## src/rtl/core/arp_request_responder_assert.svh

```systemverilog
// assertion helpers for the arp responder, clocked on clk and held off during reset
`ifndef ARP_REQUEST_RESPONDER_ASSERT_SVH
`define ARP_REQUEST_RESPONDER_ASSERT_SVH

// property must hold at every edge out of reset
`define ARP_ASSERT(lbl, prop, msg) \
    lbl: assert property (@(posedge clk) disable iff (!rst_n) prop) \
        else $error(msg);

// condition must never be seen out of reset
`define ARP_ASSERT_NEVER(lbl, cond, msg) \
    lbl: assert property (@(posedge clk) disable iff (!rst_n) !(cond)) \
        else $error(msg);

`endif

```

## src/rtl/core/arp_pkg.sv

```systemverilog
package arp_pkg;

    localparam int HDR_LEN         = 42;
    localparam int CNT_W           = 6;
    localparam int FRAME_W         = HDR_LEN * 8;
    localparam int QUEUE_DEPTH_DEF = 2;
    localparam int CFG_IDX_W       = 2;

    localparam logic [CFG_IDX_W-1:0] CFG_OWN_IP  = 2'd0;
    localparam logic [CFG_IDX_W-1:0] CFG_OWN_MAC = 2'd1;

    localparam logic [15:0] ETH_TYPE_ARP     = 16'h0806;
    localparam logic [15:0] ETH_TYPE_IPV4    = 16'h0800;
    localparam logic [15:0] ARP_HTYPE_ETH    = 16'h0001;
    localparam logic [15:0] ARP_OPER_REQUEST = 16'h0001;
    localparam logic [15:0] ARP_OPER_REPLY   = 16'h0002;
    localparam logic [7:0]  ARP_HLEN         = 8'd6;
    localparam logic [7:0]  ARP_PLEN         = 8'd4;

    // byte offsets inside the received header
    localparam logic [CNT_W-1:0] POS_ETH_SRC  = 6'd6;
    localparam logic [CNT_W-1:0] POS_ETH_TYPE = 6'd12;
    localparam logic [CNT_W-1:0] POS_ETH_END  = 6'd14;
    localparam logic [CNT_W-1:0] POS_OPER     = 6'd20;
    localparam logic [CNT_W-1:0] POS_SHA      = 6'd22;
    localparam logic [CNT_W-1:0] POS_SPA      = 6'd28;
    localparam logic [CNT_W-1:0] POS_SPA_END  = 6'd32;
    localparam logic [CNT_W-1:0] POS_TPA      = 6'd38;
    localparam logic [CNT_W-1:0] POS_HDR_END  = 6'd42;
    localparam logic [CNT_W-1:0] POS_LAST     = 6'd41;

    typedef struct packed {
        logic [47:0] dst_mac;
        logic [47:0] sha;
        logic [31:0] spa;
        logic        reply;
    } arp_desc_t;

    typedef struct packed {
        logic      push;
        arp_desc_t desc;
    } arp_push_t;

    typedef struct packed {
        logic      valid;
        arp_desc_t desc;
    } arp_head_t;

    typedef enum logic {
        TX_IDLE,
        TX_REPLY
    } arp_tx_state_t;

endpackage

```

## src/rtl/core/arp_request_responder.sv

```systemverilog
// channel   direction  transfer when                 payload
// frame in  in         start && !busy                rx_byte, frame_end
// result    out        strobe (one cycle, no stall)  kind, reply_byte, sender_ip,
//                                                    learn_mac, run_last
// config    in         cfg_valid && cfg_ready        cfg_index, cfg_data
//
// the front takes one frame byte per cycle while start is high and busy is low
// the back emits one result per cycle: 1 result for a learn-only frame, 43 with a reply
// a QUEUE_DEPTH-entry descriptor queue (default 2) between them; busy while full
// after the final byte, a free back pops the queue into its output registers
// rst_n clears counters, queue, back state and both address registers to zero
module arp_request_responder #(
    parameter int QUEUE_DEPTH = arp_pkg::QUEUE_DEPTH_DEF
) (
    input  logic                            clk,
    input  logic                            rst_n,
    input  logic                            start,
    output logic                            busy,
    input  logic [7:0]                      rx_byte,
    input  logic                            frame_end,
    output logic                            strobe,
    output logic                            kind,
    output logic [7:0]                      reply_byte,
    output logic [31:0]                     sender_ip,
    output logic [47:0]                     learn_mac,
    output logic                            run_last,
    input  logic                            cfg_valid,
    output logic                            cfg_ready,
    input  logic [arp_pkg::CFG_IDX_W-1:0]   cfg_index,
    input  logic [47:0]                     cfg_data
);
    import arp_pkg::*;

    logic [31:0] own_ip_reg;
    logic [47:0] own_mac_reg;
    logic        accept;
    logic        pop;
    logic        full;
    arp_push_t   push;
    arp_head_t   head;

    assign cfg_ready = 1'b1;
    assign busy      = full;
    assign accept    = start && !busy;

    always_ff @(posedge clk or negedge rst_n)
    begin
        if (!rst_n)
        begin
            own_ip_reg  <= '0;
            own_mac_reg <= '0;
        end
        else if (cfg_valid && cfg_ready)
        begin
            if (cfg_index == CFG_OWN_IP)
                own_ip_reg <= cfg_data[31:0];
            else if (cfg_index == CFG_OWN_MAC)
                own_mac_reg <= cfg_data;
        end
    end

    arp_rx_front u_front (
        .clk       (clk),
        .rst_n     (rst_n),
        .accept    (accept),
        .rx_byte   (rx_byte),
        .frame_end (frame_end),
        .own_ip    (own_ip_reg),
        .push      (push)
    );

    arp_desc_queue #(
        .DEPTH (QUEUE_DEPTH)
    ) u_queue (
        .clk   (clk),
        .rst_n (rst_n),
        .push  (push),
        .pop   (pop),
        .head  (head),
        .full  (full)
    );

    arp_tx_back u_back (
        .clk        (clk),
        .rst_n      (rst_n),
        .head       (head),
        .own_ip     (own_ip_reg),
        .own_mac    (own_mac_reg),
        .pop        (pop),
        .strobe     (strobe),
        .kind       (kind),
        .reply_byte (reply_byte),
        .sender_ip  (sender_ip),
        .learn_mac  (learn_mac),
        .run_last   (run_last)
    );

endmodule

```

## src/rtl/core/arp_rx_front.sv

```systemverilog
module arp_rx_front (
    input  logic              clk,
    input  logic              rst_n,
    input  logic              accept,
    input  logic [7:0]        rx_byte,
    input  logic              frame_end,
    input  logic [31:0]       own_ip,
    output arp_pkg::arp_push_t push
);
    import arp_pkg::*;

    logic [CNT_W-1:0] count_reg, count_next;
    logic [47:0]      eth_src_reg, eth_src_next;
    logic [15:0]      eth_type_reg, eth_type_next;
    logic [15:0]      oper_reg, oper_next;
    logic [47:0]      sha_reg, sha_next;
    logic [31:0]      spa_reg, spa_next;
    logic [31:0]      tpa_reg, tpa_next;
    logic [31:0]      tpa_now;
    logic             hdr_full;

    always_comb
    begin
        count_next    = count_reg;
        eth_src_next  = eth_src_reg;
        eth_type_next = eth_type_reg;
        oper_next     = oper_reg;
        sha_next      = sha_reg;
        spa_next      = spa_reg;
        tpa_next      = tpa_reg;
        if (accept)
        begin
            if (count_reg < POS_HDR_END)
            begin
                count_next = count_reg + 6'd1;
                if (count_reg >= POS_ETH_SRC && count_reg < POS_ETH_TYPE)
                    eth_src_next = {eth_src_reg[39:0], rx_byte};
                if (count_reg >= POS_ETH_TYPE && count_reg < POS_ETH_END)
                    eth_type_next = {eth_type_reg[7:0], rx_byte};
                if (count_reg >= POS_OPER && count_reg < POS_SHA)
                    oper_next = {oper_reg[7:0], rx_byte};
                if (count_reg >= POS_SHA && count_reg < POS_SPA)
                    sha_next = {sha_reg[39:0], rx_byte};
                if (count_reg >= POS_SPA && count_reg < POS_SPA_END)
                    spa_next = {spa_reg[23:0], rx_byte};
                if (count_reg >= POS_TPA)
                    tpa_next = {tpa_reg[23:0], rx_byte};
            end
            if (frame_end)
                count_next = '0;
        end
    end

    // the final target ip byte may arrive together with frame_end
    assign tpa_now  = (count_reg == POS_LAST) ? {tpa_reg[23:0], rx_byte} : tpa_reg;
    assign hdr_full = (count_reg >= POS_LAST);

    always_comb
    begin
        push.push         = accept && frame_end && hdr_full && (eth_type_reg == ETH_TYPE_ARP);
        push.desc.dst_mac = eth_src_reg;
        push.desc.sha     = sha_reg;
        push.desc.spa     = spa_reg;
        push.desc.reply   = (oper_reg == ARP_OPER_REQUEST) && (tpa_now == own_ip);
    end

    always_ff @(posedge clk or negedge rst_n)
    begin
        if (!rst_n)
            count_reg <= '0;
        else
            count_reg <= count_next;
    end

    always_ff @(posedge clk)
    begin
        eth_src_reg  <= eth_src_next;
        eth_type_reg <= eth_type_next;
        oper_reg     <= oper_next;
        sha_reg      <= sha_next;
        spa_reg      <= spa_next;
        tpa_reg      <= tpa_next;
    end

endmodule

```

## src/rtl/core/arp_desc_queue.sv

```systemverilog
module arp_desc_queue #(
    parameter int DEPTH = arp_pkg::QUEUE_DEPTH_DEF
) (
    input  logic               clk,
    input  logic               rst_n,
    input  arp_pkg::arp_push_t push,
    input  logic               pop,
    output arp_pkg::arp_head_t head,
    output logic               full
);
    import arp_pkg::*;

    localparam int PTR_W = (DEPTH > 1) ? $clog2(DEPTH) : 1;
    localparam int OCC_W = $clog2(DEPTH + 1);

    arp_desc_t        mem_reg [DEPTH];
    logic [PTR_W-1:0] wr_ptr_reg, wr_ptr_next;
    logic [PTR_W-1:0] rd_ptr_reg, rd_ptr_next;
    logic [OCC_W-1:0] occ_reg, occ_next;
    logic             do_push;
    logic             do_pop;

    assign do_push = push.push && !full;
    assign do_pop  = pop && (occ_reg != '0);
    assign full    = (occ_reg == OCC_W'(DEPTH));

    always_comb
    begin
        wr_ptr_next = wr_ptr_reg;
        rd_ptr_next = rd_ptr_reg;
        occ_next    = occ_reg;
        if (do_push)
            wr_ptr_next = (wr_ptr_reg == PTR_W'(DEPTH - 1)) ? '0 : wr_ptr_reg + PTR_W'(1);
        if (do_pop)
            rd_ptr_next = (rd_ptr_reg == PTR_W'(DEPTH - 1)) ? '0 : rd_ptr_reg + PTR_W'(1);
        case ({do_push, do_pop})
            2'b10:   occ_next = occ_reg + OCC_W'(1);
            2'b01:   occ_next = occ_reg - OCC_W'(1);
            default: occ_next = occ_reg;
        endcase
    end

    always_ff @(posedge clk or negedge rst_n)
    begin
        if (!rst_n)
        begin
            wr_ptr_reg <= '0;
            rd_ptr_reg <= '0;
            occ_reg    <= '0;
        end
        else
        begin
            wr_ptr_reg <= wr_ptr_next;
            rd_ptr_reg <= rd_ptr_next;
            occ_reg    <= occ_next;
        end
    end

    always_ff @(posedge clk)
    begin
        if (do_push)
            mem_reg[wr_ptr_reg] <= push.desc;
    end

    assign head.valid = (occ_reg != '0);
    assign head.desc  = mem_reg[rd_ptr_reg];

endmodule

```

## src/rtl/core/arp_tx_back.sv

```systemverilog
`include "arp_request_responder_assert.svh"

module arp_tx_back (
    input  logic               clk,
    input  logic               rst_n,
    input  arp_pkg::arp_head_t head,
    input  logic [31:0]        own_ip,
    input  logic [47:0]        own_mac,
    output logic               pop,
    output logic               strobe,
    output logic               kind,
    output logic [7:0]         reply_byte,
    output logic [31:0]        sender_ip,
    output logic [47:0]        learn_mac,
    output logic               run_last
);
    import arp_pkg::*;

    arp_tx_state_t      state_reg, state_next;
    logic [CNT_W-1:0]   idx_reg, idx_next;
    logic [FRAME_W-1:0] frame_reg, frame_next;
    logic               strobe_reg, strobe_next;
    logic               kind_reg, kind_next;
    logic [7:0]         reply_byte_reg, reply_byte_next;
    logic [31:0]        sender_ip_reg, sender_ip_next;
    logic [47:0]        learn_mac_reg, learn_mac_next;
    logic               run_last_reg, run_last_next;

    always_comb
    begin
        state_next = state_reg;
        case (state_reg)
            TX_IDLE:
            begin
                if (head.valid && head.desc.reply)
                    state_next = TX_REPLY;
            end
            TX_REPLY:
            begin
                if (idx_reg == POS_LAST)
                    state_next = TX_IDLE;
            end
            default: state_next = TX_IDLE;
        endcase
    end

    always_comb
    begin
        pop             = 1'b0;
        idx_next        = idx_reg;
        frame_next      = frame_reg;
        strobe_next     = 1'b0;
        kind_next       = 1'b0;
        reply_byte_next = 8'h00;
        sender_ip_next  = 32'h0;
        learn_mac_next  = 48'h0;
        run_last_next   = 1'b0;
        case (state_reg)
            TX_IDLE:
            begin
                if (head.valid)
                begin
                    pop             = 1'b1;
                    strobe_next     = 1'b1;
                    sender_ip_next  = head.desc.spa;
                    learn_mac_next  = head.desc.sha;
                    run_last_next   = !head.desc.reply;
                    idx_next        = '0;
                    // whole reply frame in wire order, shifted out from the top
                    frame_next = {head.desc.dst_mac, own_mac, ETH_TYPE_ARP,
                                  ARP_HTYPE_ETH, ETH_TYPE_IPV4, ARP_HLEN, ARP_PLEN,
                                  ARP_OPER_REPLY, own_mac, own_ip,
                                  head.desc.sha, head.desc.spa};
                end
            end
            TX_REPLY:
            begin
                strobe_next     = 1'b1;
                kind_next       = 1'b1;
                reply_byte_next = frame_reg[FRAME_W-1 -: 8];
                run_last_next   = (idx_reg == POS_LAST);
                frame_next      = {frame_reg[FRAME_W-9:0], 8'h00};
                idx_next        = idx_reg + 6'd1;
            end
            default: pop = 1'b0;
        endcase
    end

    always_ff @(posedge clk or negedge rst_n)
    begin
        if (!rst_n)
        begin
            state_reg  <= TX_IDLE;
            idx_reg    <= '0;
            strobe_reg <= 1'b0;
        end
        else
        begin
            state_reg  <= state_next;
            idx_reg    <= idx_next;
            strobe_reg <= strobe_next;
        end
    end

    always_ff @(posedge clk)
    begin
        frame_reg      <= frame_next;
        kind_reg       <= kind_next;
        reply_byte_reg <= reply_byte_next;
        sender_ip_reg  <= sender_ip_next;
        learn_mac_reg  <= learn_mac_next;
        run_last_reg   <= run_last_next;
    end

    assign strobe     = strobe_reg;
    assign kind       = kind_reg;
    assign reply_byte = reply_byte_reg;
    assign sender_ip  = sender_ip_reg;
    assign learn_mac  = learn_mac_reg;
    assign run_last   = run_last_reg;

    `ARP_ASSERT(a_pop_gives_learn, pop |=> (strobe && !kind), "pop without learn record")
    `ARP_ASSERT_NEVER(a_no_pop_in_reply, state_reg == TX_REPLY && pop, "pop during reply")
    `ARP_ASSERT(a_reply_closes_run,
                (state_reg == TX_REPLY && idx_reg == POS_LAST) |=> (strobe && kind && run_last),
                "reply run not closed")
    `ARP_ASSERT(a_learn_only_last,
                (pop && !head.desc.reply) |=> (run_last && state_reg == TX_IDLE),
                "learn-only frame not closed")

endmodule
```

## config.mk

```make
export PLATFORM = sky130hd
export DESIGN_NAME = arp_request_responder
export DESIGN_NICKNAME = d
export VERILOG_FILES = /design/src/rtl/core/arp_pkg.sv /design/src/rtl/core/arp_request_responder.sv /design/src/rtl/core/arp_rx_front.sv /design/src/rtl/core/arp_desc_queue.sv /design/src/rtl/core/arp_tx_back.sv
export VERILOG_INCLUDE_DIRS = /design/src /design/src/rtl/core
export SDC_FILE = /design/constraint.sdc
export NUM_CORES = 1
export LEC_CHECK = 0
export ABC_AREA = 1
export BUFFER_PORTS_ARGS = -buffer_cell sky130_fd_sc_hd__buf_2
export CAP_MARGIN = 0
export CELL_PAD_IN_SITES_DETAIL_PLACEMENT = 1
export CELL_PAD_IN_SITES_GLOBAL_PLACEMENT = 2
export CORE_MARGIN = 2
export CORE_UTILIZATION = 35
export DETAILED_ROUTE_END_ITERATION = 16
export GPL_ROUTABILITY_DRIVEN = 0
export GPL_TIMING_DRIVEN = 0
export PLACE_DENSITY_LB_ADDON = 0.12
export REMOVE_ABC_BUFFERS = 1
export SLEW_MARGIN = 10
export SYNTH_ARGS = -nofsm -noshare
export SYNTH_HDL_FRONTEND = slang
export SYNTH_SLANG_ARGS = --single-unit
```

## constraint.sdc

```tcl
create_clock -name clk -period 8.3 [get_ports clk]
set_input_delay 1.245 -clock clk [delete_from_list [all_inputs] [get_ports clk]]
set_output_delay 1.245 -clock clk [all_outputs]
set_load 0.01 [all_outputs]
```

# Word-level counts from Yosys, hierarchy flattened
# Memory sizes are Yosys's and may differ from the RTL's.
# Index checks and enable logic that the tools add are counted.
[word_totals] reg_bits=716 latchBits=0 ram_bits=258 rom_bits=0 inputBits=63 out_inout_bits=93 elab_cells=104 memories=1
[classes] add_sub_neg=6 mul=0 div=0 n_lt_le_gt_ge=13 eq_ne=10 shift=0 n_mux=21 bitwise_logic=3 reduce_logical=29
[memory_table] memory="u_queue.mem_reg" depth=2 width=129 read_ports=1 rd_ports_with_merged_regs=0 write_ports=1 line_no="arp_desc_queue.sv:16" source="arp_desc_t mem_reg [DEPTH];"
[op_table] op="336-bit one-hot mux with 2 select lines" n=1
[op_table] op="336-bit two-way mux" n=1
[op_table] op="32-bit == test" n=1
[op_table] op="32-bit two-way mux" n=1
[op_table] op="3-bit AND reduction" n=7
[op_table] op="6-bit by 5-bit greater-or-equal comparator with 1-bit output, second input constant" n=3
[op_table] op="6-bit two-way mux" n=3
[op_table] op="16-bit by 1-bit == test with 1-bit output, second input constant" n=1
[op_table] op="16-bit by 12-bit == test with 1-bit output, second input constant" n=1
[op_table] op="1-bit logical AND" n=13
[op_table] op="6-bit by 1-bit adder with 6-bit output, second input constant" n=2
[op_table] op="6-bit == test, second input constant" n=2
[op_table] op="6-bit greater-or-equal comparator, second input constant" n=2
[op_table] op="6-bit by 4-bit less-than comparator with 1-bit output, second input constant" n=2
[op_table] op="6-bit by 5-bit less-than comparator with 1-bit output, second input constant" n=2
[op_table] op="6-bit less-than comparator, second input constant" n=2
[op_table] op="6-bit one-hot mux with 2 select lines" n=1
[op_table] op="1-bit two-way mux" n=10
[op_table] op="6-bit by 3-bit greater-or-equal comparator with 1-bit output, second input constant" n=1
[op_table] op="6-bit by 4-bit greater-or-equal comparator with 1-bit output, second input constant" n=1
[op_table] op="1-bit one-hot mux with 2 select lines" n=3
[op_table] op="2-bit nonzero test" n=3
[op_table] op="2-bit by 1-bit == test with 1-bit output, second input constant" n=2
[op_table] op="2-bit == test, second input constant" n=2
[op_table] op="10 further kinds" n=15

# Longest topological paths before layout
[logic_depth] word_depth=9 mapped_depth=14 ltp_nobuf=13

# By module
# Synthesis repeated with hierarchy kept, for this count alone.
[unflattened] hier_cells=3131 hier_area_um2=36909.1
[modules_own_cells] module="arp_tx_back" instances=1 cells_per_inst=1511 area_per_inst_um2=16487.1 seq_area_each_um2=12091.6
[modules_own_cells] module="arp_desc_queue" instances=1 cells_per_inst=706 area_per_inst_um2=9641.7 seq_area_each_um2=7847.5
[modules_own_cells] module="arp_rx_front" instances=1 cells_per_inst=556 area_per_inst_um2=7542.2 seq_area_each_um2=5915.7
[modules_own_cells] module="arp_request_responder" instances=1 cells_per_inst=358 area_per_inst_um2=3238.1 seq_area_each_um2=2001.9

# Worst setup path before layout
# No wires, ideal clock.
[synth_path] path_kind="reg2reg" startpoint="reg u_back.state_reg" endpoint="reg u_back.frame_reg[0] (enable)" setup_time_ps=2511 t_arrival_ps=6369 required_time_ps=5789 slack_ps=-580 path_stages_with_launch=5 path_buffers=2 synth_period_minus_slack_ps=8880 path_cell_list="dfrtp_1 buf_2 inv_1 clkbuf_1 nand2_1"
[synth_via] elab_chain_cells=2
[synth_lines] item="start: declaration" line_no="arp_tx_back.sv:19" source="arp_tx_state_t state_reg, state_next;"
[synth_lines] item="start signal: assignment" line_no="arp_tx_back.sv:99" source="state_reg <= state_next;"
[synth_lines] item="1-bit NOT" line_no="arp_tx_back.sv:58" source="case (state_reg)"
[synth_lines] item="2-bit by 1-bit != test with 1-bit output (no line)"
[synth_lines] item="end signal: assignment" line_no="arp_tx_back.sv:107" source="frame_reg <= frame_next;"
[synth_lines] item="end: declaration" line_no="arp_tx_back.sv:21" source="logic [FRAME_W-1:0] frame_reg, frame_next;"
# No other way between the ends.
# A chain may end at the register's enable or synchronous reset.

# Worst setup path in the final report
[layout_path] startpoint="reg u_front.count_reg[1]" endpoint="mem u_queue.mem_reg[0][127] (netlist bit) (enable)"
[layout_via] elab_chain_cells=6
[layout_lines] item="start: declaration" line_no="arp_rx_front.sv:12" source="logic [CNT_W-1:0] count_reg, count_next;"
[layout_lines] item="start signal: assignment" line_no="arp_rx_front.sv:72" source="count_reg <= count_next;"
[layout_lines] item="6-bit greater-or-equal comparator" line_no="arp_rx_front.sv:56" source="assign hdr_full = (count_reg >= POS_LAST);"
[layout_lines] item="1-bit logical AND (2 in a row)" line_no="arp_rx_front.sv:60" source="push.push = accept && frame_end && hdr_full && (eth_type_reg == ETH_TYPE_ARP);"
[layout_lines] item="1-bit logical AND" line_no="arp_desc_queue.sv:23" source="assign do_push = push.push && !full;"
[layout_lines] item="1-bit two-way mux" line_no="arp_desc_queue.sv:61" source="if (do_push)"
[layout_lines] item="1-bit two-way mux (implied by the code)" line_no="arp_desc_queue.sv:62" source="mem_reg[wr_ptr_reg] <= push.desc;"
[layout_lines] item="end: declaration" line_no="arp_desc_queue.sv:16"
# No other way between the ends.

==> reports/results.txt <==
Status = complete, no violations
Clock Path Buffers = 3
Clk_skew = 0.0266 ns
PortBufs = 154
Initial Utilization = 0.353
Critical-path maximum fanout = 49
Worst hold-check path type = reg -> reg
Post-CTS sizing = 0
Pin count of the biggest net entering global routing = 77
DRT antenna net count = 0
First-pass GRT wire length = 133,000 um
NumNets Final = 3,146
TNS Setup = 0 ns
Worst VDD drop = 0.000165 V
Maximum clock rate = 0.225 GHz
DIE WIDTH = 324 um
Setup-failing EPs final = 0
PD cells = 246 mW/mm2
Fillers = 10,700
Global Route Usage Sum = 0.161
Yosys top cell by area = edfxtp_1
Final Util = 0.418
Leading cell type in the layout, fill and taps excluded = nand2_1
Synth warn = 0
Crit. End Element = register
Yosys reg bits = 974
Register-to-Register Path Depth = 9
Remaining DRCs = 0
Setup crit start = u_front.count_reg[1]$_DFFE_PN0P_
Hold EP = u_back.reply_byte[4]$_SDFF_PN0_
Power Internal = 0.00829 W
Root buffer cell = clkbuf_16
Row count = 117
Leak = 18.2 nW
Chip height = 324 um
Clock share of power = 0.446
Wirelength per Cell = 18.7 um
CTS tree = built
DR vias/cell = 4.67
Flip-flop count of the largest register after layout = 336
Final period util = 0.537
Req. time, crit path = 8.65 ns
Initial DRC count = 1,288
Combinational power share = 0.028
Final period demand of the worst path = 4.45 ns
Area Growth Syn to Fin = 18.2%
Via Count = 21,200
RSZ-0062 raised after global routing = no
Hold Fails Final Rpt = 0
Io pins = 156
Post-CTS Setup Bufs = 0
CTS Hold Buffers Added = 0
WP data arrival = 4.81 ns
Post-DP HPWL = 51,700 um
WL final = 84,800 um
Seq/Total Area, Yosys = 0.775
Antenna violations before repair = 5
Commonest cells after routing, fill and taps aside = 890 x nand2_1, 786 x edfxtp_1, 272 x inv_1
Gate Count Post-Synth = 2,886
CTS Buf Count = 105
Reg2reg end = u_queue.mem_reg[0][127]$_DFFE_PP_
Insertion delay of the later-clocked pin in the worst-skew pair = 0.68 ns
Hold Path Stages = 2
Vias in the first global route = 22,700
Layout Cells excl Fill = 4,538
Worst Max-Slew Pin Slew = 1.14 ns
Core box area = 0.102 mm2
Final slew viol count = 0
Top cell type's share of synthesized area = 0.657
Psw = 0.00218 W
Syn avg cell area = 12.5 um2
H-tree lvl count = 3
Crit Path Class = reg -> reg
Hold Path Origin = u_back.frame_reg[332]$_DFFE_PP_
Netlist Area Pre-Place = 0.0359 mm2
Die Area = 0.105 mm2
Worst rel slew slack = 0.230
Crit path launch type = register
GR Overflow Total = 0
Ranking of synthesized cells by area = edfxtp_1 66%, nand2_1 9.3%, dfrtp_1 6.8%
Number of max-cap violations = 0
Clock slew at reported path FFs = 0.06 ns
Pre-antenna DRT Iters = 5
Sw Share = 0.208
Register share of total power = 0.526
Reg2Reg Launch Point = u_front.count_reg[1]$_DFFE_PN0P_
Placed Cells = 4,338
CTS Sinks = 974
Count of cell types in the netlist = 35
Layout cells sized above 1 = 0.130
Register-to-register setup slack = 3.85 ns
[worst max-delay path, stage by stage, from the launching register on]
cell and delay (ns):
dfrtp_1 0.44, inv_1 0.14, ha_1 0.90, nand3_4 0.67
o211ai_1 0.33, nand3_1 0.29, nor2_4 0.57, buf_12 0.27
buf_16 0.20, buf_12 0.21
[per-stage QoR]
step | total power [W] | area (um2) | hold slack (ns) | worst slack, ns
global route | 0.0109 | 42500 | 0.455 | 3.48
CTS | 0.0106 | 42500 | 0.442 | 3.02
global placement | 0.00589 | 37800 | 0.423 | -31.67
detailed placement | 0.00591 | 39000 | 0.427 | 3.05
finish | 0.0105 | 42500 | 0.438 | 3.85
floorplan | 0.00576 | 35400 | 0.406 | -11.36
[cells in the mapped netlist, drive strengths merged]
| cell | count |
|---|---|
| nand2 | 893 |
| edfxtp | 786 |
| inv | 278 |
| o21ai | 207 |
| nor2 | 182 |
| a21oi | 102 |
| dfrtp | 98 |
| dfxtp | 90 |
| clkbuf | 77 |
| buf | 50 |
| nand3 | 35 |
| nand4 | 23 |
| mux2 | 16 |
| or2 | 10 |
| o211ai | 7 |
| ha | 6 |
| nor3 | 6 |
| xor2 | 6 |
| nor4 | 5 |
| nand3b | 2 |
| o22ai | 2 |
| a311oi | 1 |
| conb | 1 |
| mux2i | 1 |
| o32ai | 1 |
| xnor2 | 1 |
[power by group through the flow]
stage	clock (W)	sequential [W]	combinational, W
finish	0.00467	0.00551	0.000293
global route	0.00501	0.00552	0.000343
CTS	0.00483	0.00551	0.000303
detailed placement	0	0.00561	0.000300
global placement	0	0.00560	0.000289
floorplan	0	0.00558	0.000184
[worst max-delay path by stage]
stage	depth (start not counted)	to
2_1_floorplan	2	u_back.strobe$_DFF_PN0_
3_3_place_gp	2	u_back.strobe$_DFF_PN0_
3_5_place_dp	8	u_queue.mem_reg[0][79]$_DFFE_PP_
4_1_cts	8	u_queue.mem_reg[0][127]$_DFFE_PP_
5_1_grt	9	u_queue.mem_reg[0][127]$_DFFE_PP_
6_report	9	u_queue.mem_reg[0][127]$_DFFE_PP_
[cells by family (layout without fill, tap and decap cells)]
group / Yosys count / after routing / share of synthesized area
buffers and inverters: 405 / 687 / 0.0450
muxes: 17 / 17 / 0.00529
AOI/OAI and AO/OA: 320 / 320 / 0.0453
adders and majority gates: 6 / 6 / 0.00209
other: 1 / 3 / 0.000104
xor gates and xnor gates: 7 / 7 / 0.00171
and+or+nand+nor: 1156 / 1156 / 0.125
DFF: 974 / 974 / 0.775
[per-layer routing]
layer	up-vias	GRT usage	wire length, um	part of all wire
li1	10000	-	-	-
met2	293	0.267	40800	0.48
met4	2	0.0448	1580	0.019
met3	114	0.0256	2990	0.035
met1	10800	0.221	39500	0.47
met5	-	0	11	0.00013
[cell type report]
type                       count  area, um2  area share
sequential                   974      27900       0.656
multi-input combinational   1507       6540       0.154
clock buffer                 156       3030      0.0714
timing repair buffer         211       1830      0.0432
tap                         1368       1710      0.0403
inverter                     278       1060      0.0249
clock inverter                42        443      0.0104
antenna                        2       5.00    0.000118
(Power assumes the default switching activity.)
